## src/rtl/lrf_pkg.sv

```systemverilog
// Shared types, codes and constants of the line rasterizer frame buffer.
package lrf_pkg;

    localparam int DEF_FRAME_WIDTH  = 256;
    localparam int DEF_FRAME_HEIGHT = 144;
    localparam int COORD_W          = 16;  // Q12.4 endpoint width
    localparam int COL_W            = 12;  // column index, holds trunc(32767/16)
    localparam int NUM_W            = 36;  // line numerator, signed
    localparam int DEN_W            = 20;  // 16*|dx|, unsigned
    localparam int INC_W            = 21;  // 16*dy per column, signed
    localparam int WORD_W           = 64;
    localparam int COUNT_W          = 9;

    localparam logic [1:0] OP_CLEAR = 2'd0;
    localparam logic [1:0] OP_DRAW  = 2'd1;
    localparam logic [1:0] OP_READ  = 2'd2;

    typedef struct packed {
        logic cap;        // capture command fields
        logic clr;        // write zero at sweep address
        logic rd;         // issue word read
        logic mul;        // register setup products
        logic sum;        // form numerator
        logic div_start;  // launch divider
        logic div_sel;    // 0 numerator, 1 increment
        logic take_n;     // latch start row quotient
        logic take_i;     // latch per-column increment quotient
        logic step;       // advance one column
        logic finish;     // present result
    } t_cmd;

    typedef struct packed {
        logic clr_last;
        logic vertical;
        logic div_done;
        logic col_end;
    } t_stat;

endpackage

```

## src/rtl/lrf_ctrl.sv

```systemverilog
// Command sequencer of the line rasterizer frame buffer.
module lrf_ctrl (
    input  logic          i_clk,
    input  logic          i_rst_n,
    input  logic          i_start,
    input  logic [1:0]    i_opcode,
    input  lrf_pkg::t_stat i_stat,
    output lrf_pkg::t_cmd  o_cmd,
    output logic          o_busy
);
    typedef enum logic [10:0] {
        S_INIT  = 11'b000_0000_0001,
        S_IDLE  = 11'b000_0000_0010,
        S_CLEAR = 11'b000_0000_0100,
        S_READ  = 11'b000_0000_1000,
        S_MUL   = 11'b000_0001_0000,
        S_SUM   = 11'b000_0010_0000,
        S_DIVN  = 11'b000_0100_0000,
        S_DIVI  = 11'b000_1000_0000,
        S_DRAW  = 11'b001_0000_0000,
        S_FLUSH = 11'b010_0000_0000,
        S_DONE  = 11'b100_0000_0000
    } t_state;

    t_state r_state;
    t_state n_state;
    logic   r_busy;

    always_comb begin
        n_state = r_state;
        o_cmd   = '0;
        unique case (r_state)
            S_INIT: begin
                o_cmd.clr = 1'b1;
                if (i_stat.clr_last) n_state = S_IDLE;
            end
            S_IDLE: begin
                if (i_start) begin
                    o_cmd.cap = 1'b1;
                    unique case (i_opcode)
                        lrf_pkg::OP_CLEAR: n_state = S_CLEAR;
                        lrf_pkg::OP_DRAW:  n_state = S_MUL;
                        lrf_pkg::OP_READ:  n_state = S_READ;
                        default:           n_state = S_DONE;
                    endcase
                end
            end
            S_CLEAR: begin
                o_cmd.clr = 1'b1;
                if (i_stat.clr_last) n_state = S_DONE;
            end
            S_READ: begin
                o_cmd.rd = 1'b1;
                n_state  = S_DONE;
            end
            S_MUL: begin
                o_cmd.mul = 1'b1;
                n_state   = i_stat.vertical ? S_DONE : S_SUM;
            end
            S_SUM: begin
                o_cmd.sum       = 1'b1;
                o_cmd.div_start = 1'b1;
                n_state         = S_DIVN;
            end
            S_DIVN: begin
                if (i_stat.div_done) begin
                    o_cmd.take_n    = 1'b1;
                    o_cmd.div_start = 1'b1;
                    o_cmd.div_sel   = 1'b1;
                    n_state         = S_DIVI;
                end
            end
            S_DIVI: begin
                o_cmd.div_sel = 1'b1;
                if (i_stat.div_done) begin
                    o_cmd.take_i = 1'b1;
                    n_state      = S_DRAW;
                end
            end
            S_DRAW: begin
                if (i_stat.col_end) n_state = S_FLUSH;
                else                o_cmd.step = 1'b1;
            end
            S_FLUSH: n_state = S_DONE;
            S_DONE: begin
                o_cmd.finish = 1'b1;
                n_state      = S_IDLE;
            end
            default: n_state = S_IDLE;
        endcase
    end

    always_ff @(posedge i_clk) begin
        if (!i_rst_n) begin
            r_state <= S_INIT;
            r_busy  <= 1'b1;
        end else begin
            r_state <= n_state;
            r_busy  <= n_state != S_IDLE;
        end
    end

    assign o_busy = r_busy;

endmodule

```

## config.mk

```make
export PLATFORM = sky130hd
export DESIGN_NAME = lrf_ctrl
export DESIGN_NICKNAME = d
export VERILOG_FILES = /design/src/rtl/lrf_pkg.sv /design/src/rtl/lrf_ctrl.sv
export SDC_FILE = /design/constraint.sdc
export NUM_CORES = 1
export LEC_CHECK = 0
export ABC_AREA = 1
export BUFFER_PORTS_ARGS = -buffer_cell sky130_fd_sc_hd__buf_2
export CORE_MARGIN = 8
export CORE_UTILIZATION = 31
export CTS_BUF_LIST = sky130_fd_sc_hd__clkbuf_16
export DETAILED_ROUTE_END_ITERATION = 7
export GPL_TIMING_DRIVEN = 0
export PLACE_DENSITY_LB_ADDON = 0.05
export SLEW_MARGIN = 20
export SYNTH_ARGS = -nofsm -noshare
export SYNTH_HDL_FRONTEND = slang
export SYNTH_SLANG_ARGS = --single-unit
```

## constraint.sdc

```tcl
create_clock -name i_clk -period 2.8 [get_ports i_clk]
set_input_delay 0.14 -clock i_clk [delete_from_list [all_inputs] [get_ports i_clk]]
set_output_delay 0.14 -clock i_clk [all_outputs]
set_load 0.05 [all_outputs]
```

# Word-level counts from Yosys, hierarchy flattened
# Index checks and enable logic that the tools add are counted.
op_classes:
  magnitude_cmp: 0
  mux: 24
  div_mod_pow: 0
  bitwise: 0
  n_mul: 0
  n_eq_ne: 14
  n_reduce_logical: 3
  addsub: 0
  shifts: 0
ops:
  columns: ["operator", "n"]
  rows:
  - ["$pmux 11 s9", 1]
  - ["$mux 11", 7]
  - ["$pmux 11 s3", 1]
  - ["$mux 1", 12]
  - ["$eq 11x1->1 const B", 1]
  - ["$eq 11x10->1 const B", 1]
  - ["$eq 11x11->1 const B", 1]
  - ["$eq 11x2->1 const B", 1]
  - ["$eq 11x3->1 const B", 1]
  - ["$eq 11x4->1 const B", 1]
  - ["$eq 11x5->1 const B", 1]
  - ["$eq 11x6->1 const B", 1]
  - ["$eq 11x7->1 const B", 1]
  - ["$eq 11x8->1 const B", 1]
  - ["$eq 11x9->1 const B", 1]
  - ["$ne 11x2->1 const B", 1]
  - ["$pmux 1 s2", 2]
  - ["$reduce_or 2->1", 2]
  - ["$mux 3", 1]
  - ["$eq 2x1->1 const B", 1]
  - ["$eq 2x2->1 const B", 1]
  - ["$logic_not 2->1", 1]
totals:
  mem_count: 0
  register_bits: 12
  wordCells: 43
  in_bits: 9
  latch_bits: 0
  out_inout_bits: 12
  rom_bits: 0
  ram_bits: 0

# Depth between registers and ports, before layout
logic_depth:
  ltp_word: 5
  depth_mapped: 11
  ltp_nobuf: 11

# Worst setup path before layout
# No wires, ideal clock.
synth_timing:
  kind: "reg2out"
  startpoint: "register r_state[10]"
  endpoint: "output port o_cmd[10] (netlist name)"
  path_buffers: 0
  arrival_ps: 1861
  t_required_ps: 2660
  stages_incl_launch_ff: 8
  setup_slack_ps: 799
  path_cell_list: "dfxtp_1 > inv_2 > nand2_4 > nor2_8 > inv_6 > nor2_8 > inv_4 > nor3_1"
synth_lines:
  columns: ["item", "line", "rtl"]
  rows:
  - ["start: declaration", "lrf_ctrl.sv:25", "t_state r_state;"]
  - ["start signal: assignment", "lrf_ctrl.sv:98", "r_state <= n_state;"]
  - ["end: declaration", "lrf_ctrl.sv:8", "output lrf_pkg::t_cmd o_cmd,"]

==> results.ini <==
[flow_run]
cap_violations = 0

[clocking]
cts_resized = 0
cts_tree = yes
clock-sinks = 12
cts_root_buf = clkbuf_16
cts_buffers = 3
cts_buffer_depth = 2
cts.clk_slew.worst_paths_ns = 0.04
post_cts_buffers = 0
clk_latency_ns = 0.24
cts_hold_buffers = 0
cts_max_level = 1

[route]
num_vias = 887
routed_wl_mm = 2.20
viasPerCell = 4.53
drt_iter0_drc = 47
ant_nets = 0
drc = 0
routedWlPerCell_um = 11.2
first_pass_iters = 4

[synth]
synth_top_area_share_pct = 26.6
synthMuxAreaShare_pct = 0
synth_top_family_by_area = simple AND/OR/NAND/NOR gates
syn-num-nets = 150
synth-compound-area-share_pct = 8.17
ys_ff_latch = 12
netlist_area_um2 = 903
synth_warnings = 0
yosysTopAreaCell = dfxtp_1
seq_area_frac_synth_pct = 26.6
synthTopCellsByArea = dfxtp_1 27%, nand2_1 13%, nand3_1 8.9%
synthDistinctLibCells = 23
synth_xor_area_share_pct = 0
synthAdderAreaFrac_pct = 0
synthSimpleGateAreaFrac_pct = 52.9
syn_inst = 141
syn_area_per_cell_um2 = 6.41

[layout]
final_cell_mix = 31 x nand2_1, 20 x buf_2, 16 x nor2_1, 16 x nand3_1, 15 x inv_1
n_fill_cell = 302
nNetsFinal = 175
area_growth_pct = 24.1
antennaDiodeCount = 0
post_route_cells_drive_above_1_share_pct = 32.7
final_common_cell = nand2_1

[critical_path]
cpPeakStageDelay_ns = 0.32
cp_max_fo = 9
r2r_start = r_state[10]$_SDFF_PN0_
worstPathCellList = inv_2 -> nand2_4 -> nor2_8 -> inv_6 -> nor2_8 -> nand2_1 -> nor2_2 -> inv_2 -> nand2_1 -> buf_2
worstRegToRegCells = 11
worst-path-stages = 10
crit_path_top_delay_cell = dfxtp_1
start_kind = register
worstReg2RegEnd = r_state[10]$_SDFF_PN0_
critPathKind = reg2out
cp_top_family = simple AND/OR/NAND/NOR gates
rrSetupSlack_ns = 1.50
path_buf_inv = 4
cp-endpoint = o_cmd[4]
crit_arrival_ns = 1.64
cp.required_ns = 2.66
cp-startpoint = r_state[10]$_SDFF_PN0_
end_kind = primary output

[grt]
grt_pass1_wl_mm = 3.84
grt_overflow = 0
grt_max_degree = 11
antenna_found_initial = 0
track_usage_pct = 9.54
grt_pass1_vias = 871

[floorplanning]
start_util_pct = 32.8
die_h_um = 70.0
num_rows = 19
num_io_pins = 21
core-area_mm2 = 0.00276
die-area_mm2 = 0.00490
die_w_um = 70.0

[sta]
finalSetupTns_ns = 0
slew_viol_final = 0
min_period_over_period_pct = 63.5
rsz0062_at_grt = false
hold_violations = 0
fmax_ghz = 0.562
skew_ns = 0.00203
relSlewSlack_pct = 75.8
period_needed_ns = 1.78
setup_viol = 0
worstMarginPinSlew_ns = 0.360
setup_ws_ns = 1.02

[pwr]
powerDensity_mw_per_mm2 = 478
leakage_nw = 0.563
p_total_w = 0.000536
ir_drop_v = 0.000429

[placed_design]
pre_cts_slack_ns = 1.26
io_buffer_count = 20
routabilityCongestion = 0.866
dp_hpwl_mm = 1.87

[run_status]
outcome = completed

[worst_hold_path]
hold_class = in2reg

==> power by group <==
group / leakage (nW) / internal (W) / switching (W)
registers: 0.0977 / 0.000177 / 0.00000490
logic: 0.427 / 0.0000293 / 0.0000634
clock network: 0.0385 / 0.000188 / 0.0000733
total: 0.563 / 0.000394 / 0.000142
==> per-layer routing <==
metal | vias to the layer above | routed length, µm | global-route usage (%)
met5 | - | 0 | 0
met4 | 0 | 16 | 3.13
met3 | 2 | 95 | 3.67
met2 | 12 | 1070 | 16.3
met1 | 375 | 1010 | 10.5
li1 | 498 | - | -
==> worst min-delay path by stage <==
stage                     startpoint               endpoint  cells past startpoint
final                      i_stat[2]  r_state[5]$_SDFF_PN0_                      2
after global routing       i_stat[2]  r_state[5]$_SDFF_PN0_                      2
after CTS                  i_stat[2]  r_state[5]$_SDFF_PN0_                      2
after detailed placement   i_stat[2]  r_state[5]$_SDFF_PN0_                      2
after global placement     i_stat[2]  r_state[5]$_SDFF_PN0_                      2
after floorplan              i_rst_n      o_busy$_SDFF_PN1_                      1
==> per-stage QoR <==
step	cell area, µm²	util [%]	instances	hold slack (ns)
2_1_floorplan	903	-	141	0.209
3_3_place_gp	1040	37.8	192	0.323
3_5_place_dp	1040	37.8	192	0.326
4_1_cts	1120	40.7	196	0.0740
5_1_grt	1120	40.7	196	0.0892
6_report	1120	40.7	196	0.0791
==> cell usage after synthesis (all sizes together) <==
cell and count:
nor2 28, inv 26, o22ai 4, a21oi 5, nor3 7, o211ai 1
nand2 37, o31ai 1, or2 2, dfxtp 12, o21ai 1, nand3 16
clkinv 1
==> state kept, by name (all words and copies together) (netlist names) <==
register,cells
o_busy,1
r_state,11
==> worst register-to-register path: cells and delay by family (launching register included) <==
kind                   cells  cell delay (ns)
buffers and inverters      3             0.22
DFF                        1             0.32
and+or+nand+nor            8             0.68
==> area by class of cell <==
class | instances | area [µm²] | area share (%)
Clock inverter | 1 | 3.75 | 0.335
Timing Repair Buffer | 20 | 100 | 8.93
Multi-Input combinational cell | 102 | 552 | 49.2
Tap cell | 31 | 38.8 | 3.46
Clock buffer | 3 | 75.1 | 6.70
Sequential cell | 12 | 240 | 21.4
Inverter | 27 | 111 | 9.93
==> cell families (layout without fill, tap and decap cells) <==
| logic type | count (synthesis) | in the layout |
|---|---|---|
| and+or+nand+nor | 90 | 90 |
| DFF | 12 | 12 |
| AOI/OAI and AO/OA | 12 | 12 |
| buffers and inverters | 27 | 51 |
(Power assumes the default switching activity.)
